<file path="src/rtl/core/lgge_pkg.sv">
`timescale 1ns / 1ps
// ----------------------------------------------------------------------------
// Life grid engine package
// Shared sizes, codes and types of the life grid generation engine.
// ----------------------------------------------------------------------------
package lgge_pkg;

  // Grid capacity and derived widths.
  localparam int COLS   = 64;
  localparam int ROWS   = 64;
  localparam int COL_W  = $clog2(COLS);
  localparam int ROW_W  = $clog2(ROWS);
  // Size registers are 7 bits wide; they hold 0..127, taken as 1..COLS or 1..ROWS.
  localparam int SIZE_W = 7;

  // Rule B3/S23 neighbor counts.
  localparam int BIRTH_COUNT   = 3;
  localparam int SURVIVE_COUNT = 2;

  // One stored row of the grid.
  typedef logic [COLS-1:0] row_t;

  // Operation codes of an input item; code 3 does nothing.
  typedef enum logic [1:0] {
    OP_WRITE   = 2'd0,
    OP_READ    = 2'd1,
    OP_ADVANCE = 2'd2
  } op_t;

  // Configuration register indexes.
  localparam logic [1:0] REG_GRID_WIDTH  = 2'd0;
  localparam logic [1:0] REG_GRID_HEIGHT = 2'd1;

  // Sequencer states.
  typedef enum logic [3:0] {
    S_IDLE,
    S_OP_ROW,
    S_RESP,
    S_ADV_INIT,
    S_ADV_CUR,
    S_ADV_FETCH,
    S_ADV_BELOW,
    S_ADV_CELL,
    S_ADV_WRITE
  } state_t;

  // 3x3 window around one cell: bit 2 is the left column, bit 0 the right.
  typedef struct packed {
    logic [2:0] above;
    logic [2:0] mid;
    logic [2:0] below;
  } nbhd_t;

endpackage

</file>
<file path="src/rtl/core/life_grid_generation_engine.sv">
`timescale 1ns / 1ps
// ----------------------------------------------------------------------------
// Life grid generation engine
// Bounded grid of one-bit cells with cell write, cell read and a B3/S23
// generation advance swept one cell per cycle through a shared rule unit.
// ----------------------------------------------------------------------------
//
//   Channel   Direction  Handshake           Payload
//   in_       input      in_valid/in_ready   in_operation, in_col, in_row, in_alive
//   out_      output     out_valid/out_ready out_cell_value
//   cfg_      input      cfg_we              cfg_index, cfg_wdata
//
// A write or read inside the active area reads its row and then goes to the
// result state; one outside the area, or the unused code, goes there at once.
// An advance sweeps the active rows in order; the single rule unit evaluates
// one cell per cycle, and each row adds a fetch, a below-row load and a write.
// No new item is taken while an item is in work; one result may wait in the
// output register while the next item is taken.
// Reset is synchronous; the grid reads as dead right after reset.
module life_grid_generation_engine (
  input  logic                            clk,
  input  logic                            rst_n,
  // Input item channel
  input  logic                            in_valid,
  output logic                            in_ready,
  input  logic [1:0]                      in_operation,
  input  logic [5:0]                      in_col,
  input  logic [5:0]                      in_row,
  input  logic                            in_alive,
  // Result channel
  output logic                            out_valid,
  input  logic                            out_ready,
  output logic                            out_cell_value,
  // Configuration port
  input  logic                            cfg_we,
  input  logic [1:0]                      cfg_index,
  input  logic [lgge_pkg::SIZE_W-1:0]     cfg_wdata
);

  localparam int COL_W  = lgge_pkg::COL_W;
  localparam int ROW_W  = lgge_pkg::ROW_W;
  localparam int SIZE_W = lgge_pkg::SIZE_W;
  localparam int COLS   = lgge_pkg::COLS;

  lgge_pkg::state_t    state_r, state_nxt;
  logic [1:0]          op_r, op_nxt;
  logic [COL_W-1:0]    col_cnt_r, col_cnt_nxt;
  logic [ROW_W-1:0]    row_cnt_r, row_cnt_nxt;
  logic                alive_r, alive_nxt;
  logic                res_val_r, res_val_nxt;
  logic                out_valid_r, out_valid_nxt;
  logic                out_cell_value_r, out_cell_value_nxt;
  logic [SIZE_W-1:0]   grid_width_r, grid_height_r;
  lgge_pkg::row_t      above_r, above_nxt;
  lgge_pkg::row_t      cur_r, cur_nxt;
  lgge_pkg::row_t      below_r, below_nxt;
  lgge_pkg::row_t      next_row_r, next_row_nxt;

  logic [SIZE_W-1:0]   w_eff, h_eff;
  logic                in_inside;
  logic                last_col, last_row, below_in_grid;
  logic [COL_W-1:0]    col_left, col_right;
  logic                has_left, has_right;
  lgge_pkg::nbhd_t     nb;
  logic                cell_next;
  lgge_pkg::row_t      merged_row, bit_mask;

  logic                mem_re, mem_we;
  logic [ROW_W-1:0]    mem_raddr, mem_waddr;
  lgge_pkg::row_t      mem_rdata, mem_wdata;

  // Active size: zero counts as one, oversize saturates to the capacity.
  always_comb begin
    if (grid_width_r == '0) begin
      w_eff = SIZE_W'(1);
    end else if (grid_width_r > SIZE_W'(COLS)) begin
      w_eff = SIZE_W'(COLS);
    end else begin
      w_eff = grid_width_r;
    end
    if (grid_height_r == '0) begin
      h_eff = SIZE_W'(1);
    end else if (grid_height_r > SIZE_W'(lgge_pkg::ROWS)) begin
      h_eff = SIZE_W'(lgge_pkg::ROWS);
    end else begin
      h_eff = grid_height_r;
    end
  end

  // Position checks against the active area.
  assign in_inside     = (SIZE_W'(in_col) < w_eff) && (SIZE_W'(in_row) < h_eff);
  assign last_col      = (SIZE_W'(col_cnt_r) + SIZE_W'(1)) == w_eff;
  assign last_row      = (SIZE_W'(row_cnt_r) + SIZE_W'(1)) == h_eff;
  assign below_in_grid = (SIZE_W'(row_cnt_r) + SIZE_W'(1)) < h_eff;

  // Window around the swept cell; columns outside the area are dead.
  assign col_left  = col_cnt_r - COL_W'(1);
  assign col_right = col_cnt_r + COL_W'(1);
  assign has_left  = (col_cnt_r != '0);
  assign has_right = (SIZE_W'(col_cnt_r) + SIZE_W'(1)) < w_eff;

  always_comb begin
    nb.above = {above_r[col_left] & has_left, above_r[col_cnt_r],
                above_r[col_right] & has_right};
    nb.mid   = {cur_r[col_left] & has_left, cur_r[col_cnt_r],
                cur_r[col_right] & has_right};
    nb.below = {below_r[col_left] & has_left, below_r[col_cnt_r],
                below_r[col_right] & has_right};
  end

  lgge_cell_rule u_rule (
    .nb         (nb),
    .alive_next (cell_next)
  );

  // New row inside the active width, old contents beyond it.
  always_comb begin
    for (int j = 0; j < COLS; j++) begin
      merged_row[j] = (SIZE_W'(j) < w_eff) ? next_row_r[j] : cur_r[j];
    end
  end

  assign bit_mask = lgge_pkg::row_t'(1) << col_cnt_r;

  lgge_grid_mem u_mem (
    .clk     (clk),
    .rst_n   (rst_n),
    .rd_en   (mem_re),
    .rd_addr (mem_raddr),
    .rd_data (mem_rdata),
    .wr_en   (mem_we),
    .wr_addr (mem_waddr),
    .wr_data (mem_wdata)
  );

  assign in_ready = (state_r == lgge_pkg::S_IDLE);

  // Sequencer: next state, datapath loads and memory accesses.
  always_comb begin
    state_nxt          = state_r;
    op_nxt             = op_r;
    col_cnt_nxt        = col_cnt_r;
    row_cnt_nxt        = row_cnt_r;
    alive_nxt          = alive_r;
    res_val_nxt        = res_val_r;
    out_valid_nxt      = out_valid_r && !out_ready;
    out_cell_value_nxt = out_cell_value_r;
    above_nxt          = above_r;
    cur_nxt            = cur_r;
    below_nxt          = below_r;
    next_row_nxt       = next_row_r;
    mem_re             = 1'b0;
    mem_raddr          = row_cnt_r;
    mem_we             = 1'b0;
    mem_waddr          = row_cnt_r;
    mem_wdata          = merged_row;

    unique case (state_r)
      lgge_pkg::S_IDLE: begin
        if (in_valid) begin
          op_nxt      = in_operation;
          col_cnt_nxt = in_col;
          row_cnt_nxt = in_row;
          alive_nxt   = in_alive;
          res_val_nxt = 1'b0;
          if (in_operation == lgge_pkg::OP_ADVANCE) begin
            state_nxt = lgge_pkg::S_ADV_INIT;
          end else if (in_inside && ((in_operation == lgge_pkg::OP_WRITE) ||
                                     (in_operation == lgge_pkg::OP_READ))) begin
            mem_re    = 1'b1;
            mem_raddr = in_row;
            state_nxt = lgge_pkg::S_OP_ROW;
          end else begin
            state_nxt = lgge_pkg::S_RESP;
          end
        end
      end

      // Row of the addressed cell is here: modify and write, or pick the bit.
      lgge_pkg::S_OP_ROW: begin
        if (op_r == lgge_pkg::OP_WRITE) begin
          mem_we    = 1'b1;
          mem_wdata = (mem_rdata & ~bit_mask) | (alive_r ? bit_mask : '0);
        end else begin
          res_val_nxt = mem_rdata[col_cnt_r];
        end
        state_nxt = lgge_pkg::S_RESP;
      end

      // Hand the result to the output register once it is free.
      lgge_pkg::S_RESP: begin
        if (!out_valid_r || out_ready) begin
          out_valid_nxt      = 1'b1;
          out_cell_value_nxt = res_val_r;
          state_nxt          = lgge_pkg::S_IDLE;
        end
      end

      lgge_pkg::S_ADV_INIT: begin
        above_nxt   = '0;
        row_cnt_nxt = '0;
        mem_re      = 1'b1;
        mem_raddr   = '0;
        state_nxt   = lgge_pkg::S_ADV_CUR;
      end

      lgge_pkg::S_ADV_CUR: begin
        cur_nxt   = mem_rdata;
        state_nxt = lgge_pkg::S_ADV_FETCH;
      end

      lgge_pkg::S_ADV_FETCH: begin
        mem_re    = 1'b1;
        mem_raddr = row_cnt_r + ROW_W'(1);
        state_nxt = lgge_pkg::S_ADV_BELOW;
      end

      // Rows past the active height are dead.
      lgge_pkg::S_ADV_BELOW: begin
        below_nxt   = below_in_grid ? mem_rdata : '0;
        col_cnt_nxt = '0;
        state_nxt   = lgge_pkg::S_ADV_CELL;
      end

      // One cell per cycle through the rule unit.
      lgge_pkg::S_ADV_CELL: begin
        next_row_nxt[col_cnt_r] = cell_next;
        if (last_col) begin
          state_nxt = lgge_pkg::S_ADV_WRITE;
        end else begin
          col_cnt_nxt = col_cnt_r + COL_W'(1);
        end
      end

      // Old rows stay in the window, so the new row can be written at once.
      lgge_pkg::S_ADV_WRITE: begin
        mem_we    = 1'b1;
        above_nxt = cur_r;
        cur_nxt   = below_r;
        if (last_row) begin
          state_nxt = lgge_pkg::S_RESP;
        end else begin
          row_cnt_nxt = row_cnt_r + ROW_W'(1);
          state_nxt   = lgge_pkg::S_ADV_FETCH;
        end
      end

      default: begin
        state_nxt = lgge_pkg::S_IDLE;
      end
    endcase
  end

  // Control registers.
  always_ff @(posedge clk) begin
    if (!rst_n) begin
      state_r     <= lgge_pkg::S_IDLE;
      out_valid_r <= 1'b0;
    end else begin
      state_r     <= state_nxt;
      out_valid_r <= out_valid_nxt;
    end
  end

  // Size registers.
  always_ff @(posedge clk) begin
    if (!rst_n) begin
      grid_width_r  <= SIZE_W'(COLS);
      grid_height_r <= SIZE_W'(lgge_pkg::ROWS);
    end else if (cfg_we) begin
      if (cfg_index == lgge_pkg::REG_GRID_WIDTH) begin
        grid_width_r <= cfg_wdata;
      end
      if (cfg_index == lgge_pkg::REG_GRID_HEIGHT) begin
        grid_height_r <= cfg_wdata;
      end
    end
  end

  // Payload registers.
  always_ff @(posedge clk) begin
    op_r             <= op_nxt;
    col_cnt_r        <= col_cnt_nxt;
    row_cnt_r        <= row_cnt_nxt;
    alive_r          <= alive_nxt;
    res_val_r        <= res_val_nxt;
    out_cell_value_r <= out_cell_value_nxt;
    above_r          <= above_nxt;
    cur_r            <= cur_nxt;
    below_r          <= below_nxt;
    next_row_r       <= next_row_nxt;
  end

  assign out_valid      = out_valid_r;
  assign out_cell_value = out_cell_value_r;

  // An accepted item keeps the input closed in the following cycle.
  a_busy_after_transfer: assert property (@(posedge clk) disable iff (!rst_n)
    (in_valid && in_ready) |=> !in_ready)
    else $error("input ready right after a transfer");

  // The store is never written while the sequencer is idle.
  a_no_write_idle: assert property (@(posedge clk) disable iff (!rst_n)
    (state_r == lgge_pkg::S_IDLE) |-> !mem_we)
    else $error("grid write while idle");

  // The swept column stays inside the active width.
  a_sweep_in_width: assert property (@(posedge clk) disable iff (!rst_n)
    (state_r == lgge_pkg::S_ADV_CELL) |-> (SIZE_W'(col_cnt_r) < w_eff))
    else $error("sweep column beyond active width");

  // A result appears only from the result state.
  a_result_source: assert property (@(posedge clk) disable iff (!rst_n)
    $rose(out_valid_r) |-> $past(state_r == lgge_pkg::S_RESP))
    else $error("result not issued by the result state");

endmodule

</file>
<file path="src/rtl/core/lgge_cell_rule.sv">
`timescale 1ns / 1ps
// ----------------------------------------------------------------------------
// Life cell rule unit
// Counts the eight neighbors of one cell and applies rule B3/S23.
// ----------------------------------------------------------------------------
module lgge_cell_rule (
  input  lgge_pkg::nbhd_t nb,
  output logic            alive_next
);

  logic [3:0] count;

  // Sum the eight neighbors; the center cell is left out.
  assign count = 4'(nb.above[2]) + 4'(nb.above[1]) + 4'(nb.above[0])
               + 4'(nb.mid[2])                    + 4'(nb.mid[0])
               + 4'(nb.below[2]) + 4'(nb.below[1]) + 4'(nb.below[0]);

  // A dead cell is born at three; a live cell survives at two or three.
  assign alive_next = (count == 4'(lgge_pkg::BIRTH_COUNT)) ||
                      (nb.mid[1] && (count == 4'(lgge_pkg::SURVIVE_COUNT)));

endmodule

</file>
<file path="src/rtl/core/lgge_grid_mem.sv">
`timescale 1ns / 1ps
// ----------------------------------------------------------------------------
// Life grid row store
// One row per entry, registered read, one valid bit per row so that the
// whole grid reads as dead after reset.
// ----------------------------------------------------------------------------
module lgge_grid_mem (
  input  logic                         clk,
  input  logic                         rst_n,
  input  logic                         rd_en,
  input  logic [lgge_pkg::ROW_W-1:0]   rd_addr,
  output lgge_pkg::row_t               rd_data,
  input  logic                         wr_en,
  input  logic [lgge_pkg::ROW_W-1:0]   wr_addr,
  input  lgge_pkg::row_t               wr_data
);

  lgge_pkg::row_t            mem [lgge_pkg::ROWS];
  logic [lgge_pkg::ROWS-1:0] row_vld_r;
  lgge_pkg::row_t            rd_data_r;

  // Row array and registered read port; a row never written reads as dead.
  always_ff @(posedge clk) begin
    if (wr_en) begin
      mem[wr_addr] <= wr_data;
    end
    if (rd_en) begin
      rd_data_r <= row_vld_r[rd_addr] ? mem[rd_addr] : '0;
    end
  end

  // Valid bits are cleared at reset and set by the first write of a row.
  always_ff @(posedge clk) begin
    if (!rst_n) begin
      row_vld_r <= '0;
    end else if (wr_en) begin
      row_vld_r[wr_addr] <= 1'b1;
    end
  end

  assign rd_data = rd_data_r;

endmodule

</file>
<file path="config.mk">
export PLATFORM = sky130hd
export DESIGN_NAME = life_grid_generation_engine
export DESIGN_NICKNAME = d
export VERILOG_FILES = /design/src/rtl/core/lgge_pkg.sv /design/src/rtl/core/life_grid_generation_engine.sv /design/src/rtl/core/lgge_cell_rule.sv /design/src/rtl/core/lgge_grid_mem.sv
export SDC_FILE = /design/constraint.sdc
export NUM_CORES = 2
export LEC_CHECK = 0
export CAP_MARGIN = 20
export CORE_MARGIN = 2
export CORE_UTILIZATION = 63
export CTS_CLUSTER_SIZE = 16
export DETAILED_ROUTE_END_ITERATION = 6
export DONT_BUFFER_PORTS = 1
export PLACE_DENSITY = 0.77
export SLEW_MARGIN = 20
export SYNTH_ARGS = -nofsm -noshare
export SYNTH_HDL_FRONTEND = slang
export SYNTH_HIERARCHICAL = 1
export SYNTH_SLANG_ARGS = --single-unit
</file>
<file path="constraint.sdc">
create_clock -name clk -period 8.05 [get_ports clk]
set_clock_uncertainty 0.1 [all_clocks]
set_input_delay 1.61 -clock clk [delete_from_list [all_inputs] [get_ports clk]]
set_output_delay 1.61 -clock clk [all_outputs]
set_load 0.03 [all_outputs]
</file>
Word-level counts from Yosys, hierarchy flattened --
Memories as Yosys holds them, arrays and structs flattened. A register that Yosys moved wholly into a read port is not among the register bits. Index checks and enable logic that the tools add are counted.
Operators by class: add/subtract/negate cells 12, magnitude comparators 77, equal/unequal tests 21, shifts and indexed selects 1, multiplexer cells 130, bitwise gates (word level) 10, reductions and logical operators 33
Operator list (number):
- 64-bit case mux with 2 select lines | 2
- 6-bit by 7-bit less-than comparator with 1-bit output, first input constant | 32
- 64-bit two-way mux | 3
- 64-bit OR | 2
- 5-bit by 7-bit less-than comparator with 1-bit output, first input constant | 16
- 1-bit two-way mux | 87
- 1-bit binary-select mux with 6-bit select | 11
- 64-bit bitwise AND | 1
- 64-bit bitwise mux | 1
- 64-bit inverter | 1
- 1-bit by 6-bit << shifter with 64-bit output, first input constant | 1
- 4-bit by 7-bit less-than comparator with 1-bit output, first input constant | 8
- 6-bit case mux with 3 select lines | 3
- 6-bit two-way mux | 7
- 4-bit case mux with 9 select lines | 1
- 6-bit by 7-bit less-than comparator with 1-bit output, second input constant | 5
- 3-bit by 7-bit less-than comparator with 1-bit output, first input constant | 4
- 7-bit two-way mux | 4
- 4-bit by 1-bit adder with 4-bit output | 6
- 4-bit by 2-bit == test with 1-bit output, second input constant | 4
- 4-bit by 3-bit == test with 1-bit output, second input constant | 4
- 6-bit by 1-bit adder with 7-bit output, second input constant | 2
- 7-bit == test | 2
- 7-bit > comparator, second input constant | 2
- 31 further kinds | 75
Storage, ports and cells: register bits after elaboration 356, RAM bits 4096, input bits 29, output and inout bits 3, memories 1
Memory list:
- u_mem.mem | depth 64, bits a word 64, read ports 1, clocked after memory_dff 1, wr ports 1, RTL line lgge_grid_mem.sv:18 | lgge_pkg::row_t mem [lgge_pkg::ROWS];

Longest topological paths before layout --
depth in word-level cells 15, mapped depth 23, mapped depth without buffers 17

Hierarchy --
The synthesis kept the hierarchy.
Modules (own cells, without submodules):
- lgge_grid_mem | times used 1, cells each 7502, area each 161045.7 um^2
- life_grid_generation_engine | times used 1, cells each 2019, area each 20672.3 um^2
- lgge_cell_rule | times used 1, cells each 15, area each 163.9 um^2

Worst setup path before layout --
OpenSTA, ideal clock, no wires.
path kind reg2reg, start reg col_cnt_r[0], end reg next_row_r[0], data pin, library setup time 0.487 ns, arrival time 6.492 ns, data required time 7.463 ns, path slack 0.971 ns, cell stages (with the launch flop) 21, period minus slack after synthesis 7.079 ns, cells stage by stage edfxtp_1 -> buf_4 -> buf_6 -> inv_1 -> buf_1 -> ha_1 -> buf_2 -> buf_2 -> buf_2 -> buf_2 -> mux4_2 -> mux2i_1 -> a32oi_1 -> nand4_1 -> nand2_1 -> fa_1 -> fa_1 -> fa_1 -> inv_1 -> fa_1 -> a211oi_2
RTL lines:
- from (decl) | RTL line life_grid_generation_engine.sv:47 | logic [COL_W-1:0] col_cnt_r, col_cnt_nxt;
- from (signal assigned) | RTL line life_grid_generation_engine.sv:283 | col_cnt_r <= col_cnt_nxt;
- to (signal assigned) | RTL line life_grid_generation_engine.sv:291 | next_row_r <= next_row_nxt;
- to (decl) | RTL line life_grid_generation_engine.sv:57 | lgge_pkg::row_t next_row_r, next_row_nxt;

Worst setup path in the final report --
start reg grid_width_r[2], end reg u_mem.rd_data_r[32], in the netlist u_mem/rd_data[32] (read register of u_mem.mem), data pin
Between the ends: word-level cells in the longest chain between the ends 13, elaborated cells on any way between the ends 18
Ends and longest elaborated chain:
- from (decl) | RTL line life_grid_generation_engine.sv:53 | logic [SIZE_W-1:0] grid_width_r, grid_height_r;
- from (signal assigned) | RTL line life_grid_generation_engine.sv:268 | grid_width_r <= SIZE_W'(COLS);
- from (signal assigned) | RTL line life_grid_generation_engine.sv:272 | grid_width_r <= cfg_wdata;
- 7-bit > comparator | RTL line life_grid_generation_engine.sv:76 | end else if (grid_width_r > SIZE_W'(COLS)) begin
- 7-bit two-way mux | RTL line life_grid_generation_engine.sv:76
- 7-bit two-way mux * | RTL line life_grid_generation_engine.sv:74 | if (grid_width_r == '0) begin
- 6-bit by 7-bit less-than comparator with 1-bit output * | RTL line life_grid_generation_engine.sv:91 | assign in_inside = (SIZE_W'(in_col) < w_eff) && (SIZE_W'(in_row) < h_eff);
- 1-bit logical AND * | RTL line life_grid_generation_engine.sv:91
- 1-bit logical AND * | RTL line life_grid_generation_engine.sv:168 | end else if (in_inside && ((in_operation == lgge_pkg::OP_WRITE) ||
- 6-bit two-way mux * | RTL line life_grid_generation_engine.sv:168
- 6-bit two-way mux * | RTL line life_grid_generation_engine.sv:166 | if (in_operation == lgge_pkg::OP_ADVANCE) begin
- 6-bit two-way mux * | RTL line life_grid_generation_engine.sv:160 | if (in_valid) begin
- 6-bit case mux with 3 select lines * | RTL line life_grid_generation_engine.sv:158 | unique case (state_r)
- named net mem_raddr[0] | RTL line life_grid_generation_engine.sv:69 | logic [ROW_W-1:0] mem_raddr, mem_waddr;
- 1-bit binary-select mux with 6-bit select | RTL line lgge_grid_mem.sv:28 | rd_data_r <= row_vld_r[rd_addr] ? mem[rd_addr] : '0;
- 1-bit two-way mux (implied by the code) | RTL line lgge_grid_mem.sv:28
- 1-bit logical NOT (no source line)
- to (decl) | RTL line lgge_grid_mem.sv:20 | lgge_pkg::row_t rd_data_r;
The timed path passes the listed nets; every way through them passes the cells marked *. The select of a mux whose other input is x is not followed. A chain may end at the register's enable or synchronous reset.

==> results.py <==
metrics = {
    "layout": {
        "multiInputGateArea_sq_um": 45600,
        "layout.cells.most_common": "edfxtp_1",
        "seq_area_sq_um": 135000,
        "finalInstanceArea_sq_um": 203000,
        "area_growth_pct": 11.9,
        "final_nets": 9873,
        "drive_gt1_frac": 0.218,
        "fillers": 16600,
        "mostFrequentLayoutCells": "edfxtp_1 (4,433), mux4_2 (896), mux2i_1 (748)",
    },
    "worst_setup_path": {
        "crit_type": "flip-flop to flip-flop",
        "cp-start-kind": "flip-flop",
        "crit_path_end_kind": "flip-flop",
        "required_ns": 8.67,
        "cp_max_fo": 29,
        "crit_arrival_ns": 7.56,
    },
    "synth": {
        "synth-main-ff-cell": "edfxtp_1",
        "synth_warnings": 6,
        "ys_seq_area_frac": 0.741,
        "syn-cell-area_sq_um": 182000,
        "synthCells": 9536,
        "ys_async_sr_fraction": 0,
        "synth_edf_count": 4433,
        "syn_area_per_cell_sq_um": 19.1,
        "synth_seq_cells": 4516,
        "synth_cell_types": 72,
        "syn_nets": 9604,
    },
    "floorplanning": {
        "die-area_sq_um": 293000,
        "io_pins": 32,
        "initial_core_util": 0.632,
        "die_h_um": 541,
        "core_sq_um": 288000,
        "rows": 197,
        "die_x_um": 541,
    },
    "sta": {
        "finalHoldViolCount": 0,
        "fin_crit_sh": 0.862,
        "setup_ws_ns": 1.11,
        "whs_ns": 0.348,
        "rsz0062_at_grt": "false",
        "max_freq_ghz": 0.144,
        "fin_crit_ns": 6.94,
        "worst_slew_pin_slew_ns": 1.25,
        "maxSlewHeadroom": 0.167,
        "setup_viol": 0,
        "setup_tns_ns": 0,
        "slew_viol_final": 0,
    },
    "routing": {
        "avgViaCountPerCell": 7.59,
        "via_count": 106000,
        "drtAntennaViolNets": 0,
        "totalWireLength_um": 604000,
        "drt_iter0_markers": 19400,
        "drtPass1Iterations": 7,
        "drc": 3,
        "routedWlPerCell_um": 43.2,
    },
    "clocking": {
        "clkTransAtPathRegs_ns": 0.06,
        "cts_setup_buffers": 0,
        "ctsLongestPathBuffers": 4,
        "clock_insertion_delay_worst_skew_ns": 1.01,
        "cts_hold_buf": 0,
        "cts.repair.resized": 0,
        "clock_sinks": 4516,
        "cts_tree": "yes",
        "root_buffer": "clkbuf_16",
        "htree_levels": 5,
        "cts_buffers": 432,
    },
    "placement": {
        "portBuffers": 0,
        "gp_congestion": 0.983,
        "place_hpwl_um": 331000,
        "post-place-ws_ns": 1.01,
        "placed_cell_area_sq_um": 189000,
    },
    "power_and_ir_drop": {
        "powerDensity_nw_per_um2": 374,
        "p_leak_nw": 65.0,
        "p_total_mw": 76.2,
        "ir_drop_uv": 978,
    },
    "global_routing": {
        "grt_antenna_before_repair": 34,
        "grt_pass1_wl_um": 825000,
        "grt_overflow": 0,
        "grt_max_degree": 138,
        "grt_usage": 0.412,
        "grt_pass1_vias": 103000,
    },
    "hold_path": {
        "hold_class": "flip-flop to flip-flop",
    },
    "status": {
        "status": "finished with violations",
        "violations": "DRC",
    },
    "flow_run": {
        "drv_cap": 0,
    },
}
-- power by group --
group	internal [mW]	switching, mW
combinational	10.1	16.6
clock	11.3	8.91
sequential	27.8	1.38
-- metal layers --
layer | track usage | vias to the layer above | routed length, um
met2 | 0.614 | 10200 | 269000
li1 | - | 39700 | -
met5 | 0 | - | 274
met1 | 0.523 | 53600 | 188000
met4 | 0.273 | 42 | 50400
met3 | 0.136 | 2495 | 95300
-- area by class of cell --
type                            count  share of cell area
Tap cell                         3781              0.0233
Timing Repair Buffer              423              0.0209
Clock inverter                    267              0.0132
Sequential cell                  4516               0.662
Antenna cell                       22            0.000271
Inverter                           30            0.000603
Multi-Input combinational cell   4402               0.224
Clock buffer                      529              0.0554
-- logic make-up after synthesis --
kind of cell,synth area share
and+or+nand+nor,0.0349
AOI/OAI and AO/OA,0.0457
adders and majority gates,0.00285
buffers and inverters,0.0168
DFF,0.741
muxes,0.158
xor gates and xnor gates,0.000482
-- stage by stage --
step / instances / utilization
3_5_place_dp: 13100 / 0.658
2_1_floorplan: 9536 / -
4_1_cts: 13900 / 0.707
5_1_grt: 14000 / 0.707
3_3_place_gp: 13100 / 0.658
6_report: 14000 / 0.707
-- final timing paths --
check | startpoint | to | slack, ns | cells past startpoint
worst min-delay path | res_val_r | out_cell_value | 0.35 | 0
worst max register to register | grid_width_r[2] | u_mem/rd_data[32] | 1.11 | 19
worst min register to register | res_val_r | out_cell_value | 0.35 | 0
worst max-delay path | grid_width_r[2] | u_mem/rd_data[32] | 1.11 | 19
-- sequential cells by signal, indices dropped and copies added, names as in the netlist --
| register | flops |
|---|---|
| above_r | 64 |
| below_r | 64 |
| u_mem/rd_data | 64 |
| grid_width_r | 7 |
| grid_height_r | 7 |
| op_r | 2 |
| mem_waddr | 6 |
| u_mem/row_vld_r | 64 |
| next_row_r | 64 |
| res_val_r | 1 |
| out_cell_value | 1 |
| col_cnt_r | 6 |
| cur_r | 64 |
| out_valid | 1 |
| state_r | 4 |
| u_mem/mem | 4096 |
| alive_r | 1 |
-- synth_stat cells (all sizes together) (9+ instances only) --
library cell | instances | area share
o21ai | 137 | 0.0038
ha | 35 | 0.0024
nor2 | 415 | 0.0086
nand4 | 12 | 0.00041
nand3 | 127 | 0.0035
dfxtp | 83 | 0.0091
or2 | 9 | 0.00031
o21a | 68 | 0.0028
a22o | 27 | 0.0013
mux2 | 92 | 0.0057
a221oi | 61 | 0.0029
a22oi | 201 | 0.0083
a21boi | 16 | 0.00066
nor4 | 22 | 0.0011
a211oi | 42 | 0.0018
edfxtp | 4433 | 0.73
inv | 25 | 0.00052
clkbuf | 278 | 0.0057
o211ai | 17 | 0.00070
and2 | 167 | 0.0057
o22ai | 148 | 0.0052
nor3 | 50 | 0.0014
a21o | 11 | 0.00045
nor2b | 59 | 0.0020
mux2i | 753 | 0.041
o221ai | 95 | 0.0046
a311oi | 22 | 0.0011
a21oi | 271 | 0.0075
nand2b | 15 | 0.00052
a32oi | 9 | 0.00043
a31oi | 58 | 0.0021
and3 | 26 | 0.00089
nand2 | 457 | 0.0094
buf | 310 | 0.010
mux4 | 897 | 0.11
-- critical path, stage by stage (launching register included) --
cell and delay [ns]:
dfxtp_1 0.31, buf_4 0.18, nor2b_1 0.52, clkinv_1 0.26
buf_4 0.27, ha_1 0.30, o21a_1 0.10, o21ai_0 0.21
a21oi_2 0.08, nor4_4 0.47, and2_1 0.34, a221o_4 0.69
buf_4 0.59, buf_4 0.58, mux4_2 0.57, and2_1 0.17
a211oi_1 0.31, nor3_1 0.11, a22oi_1 0.20, a21oi_1 0.08
Note: power is estimated with default switching activity, not from simulation.
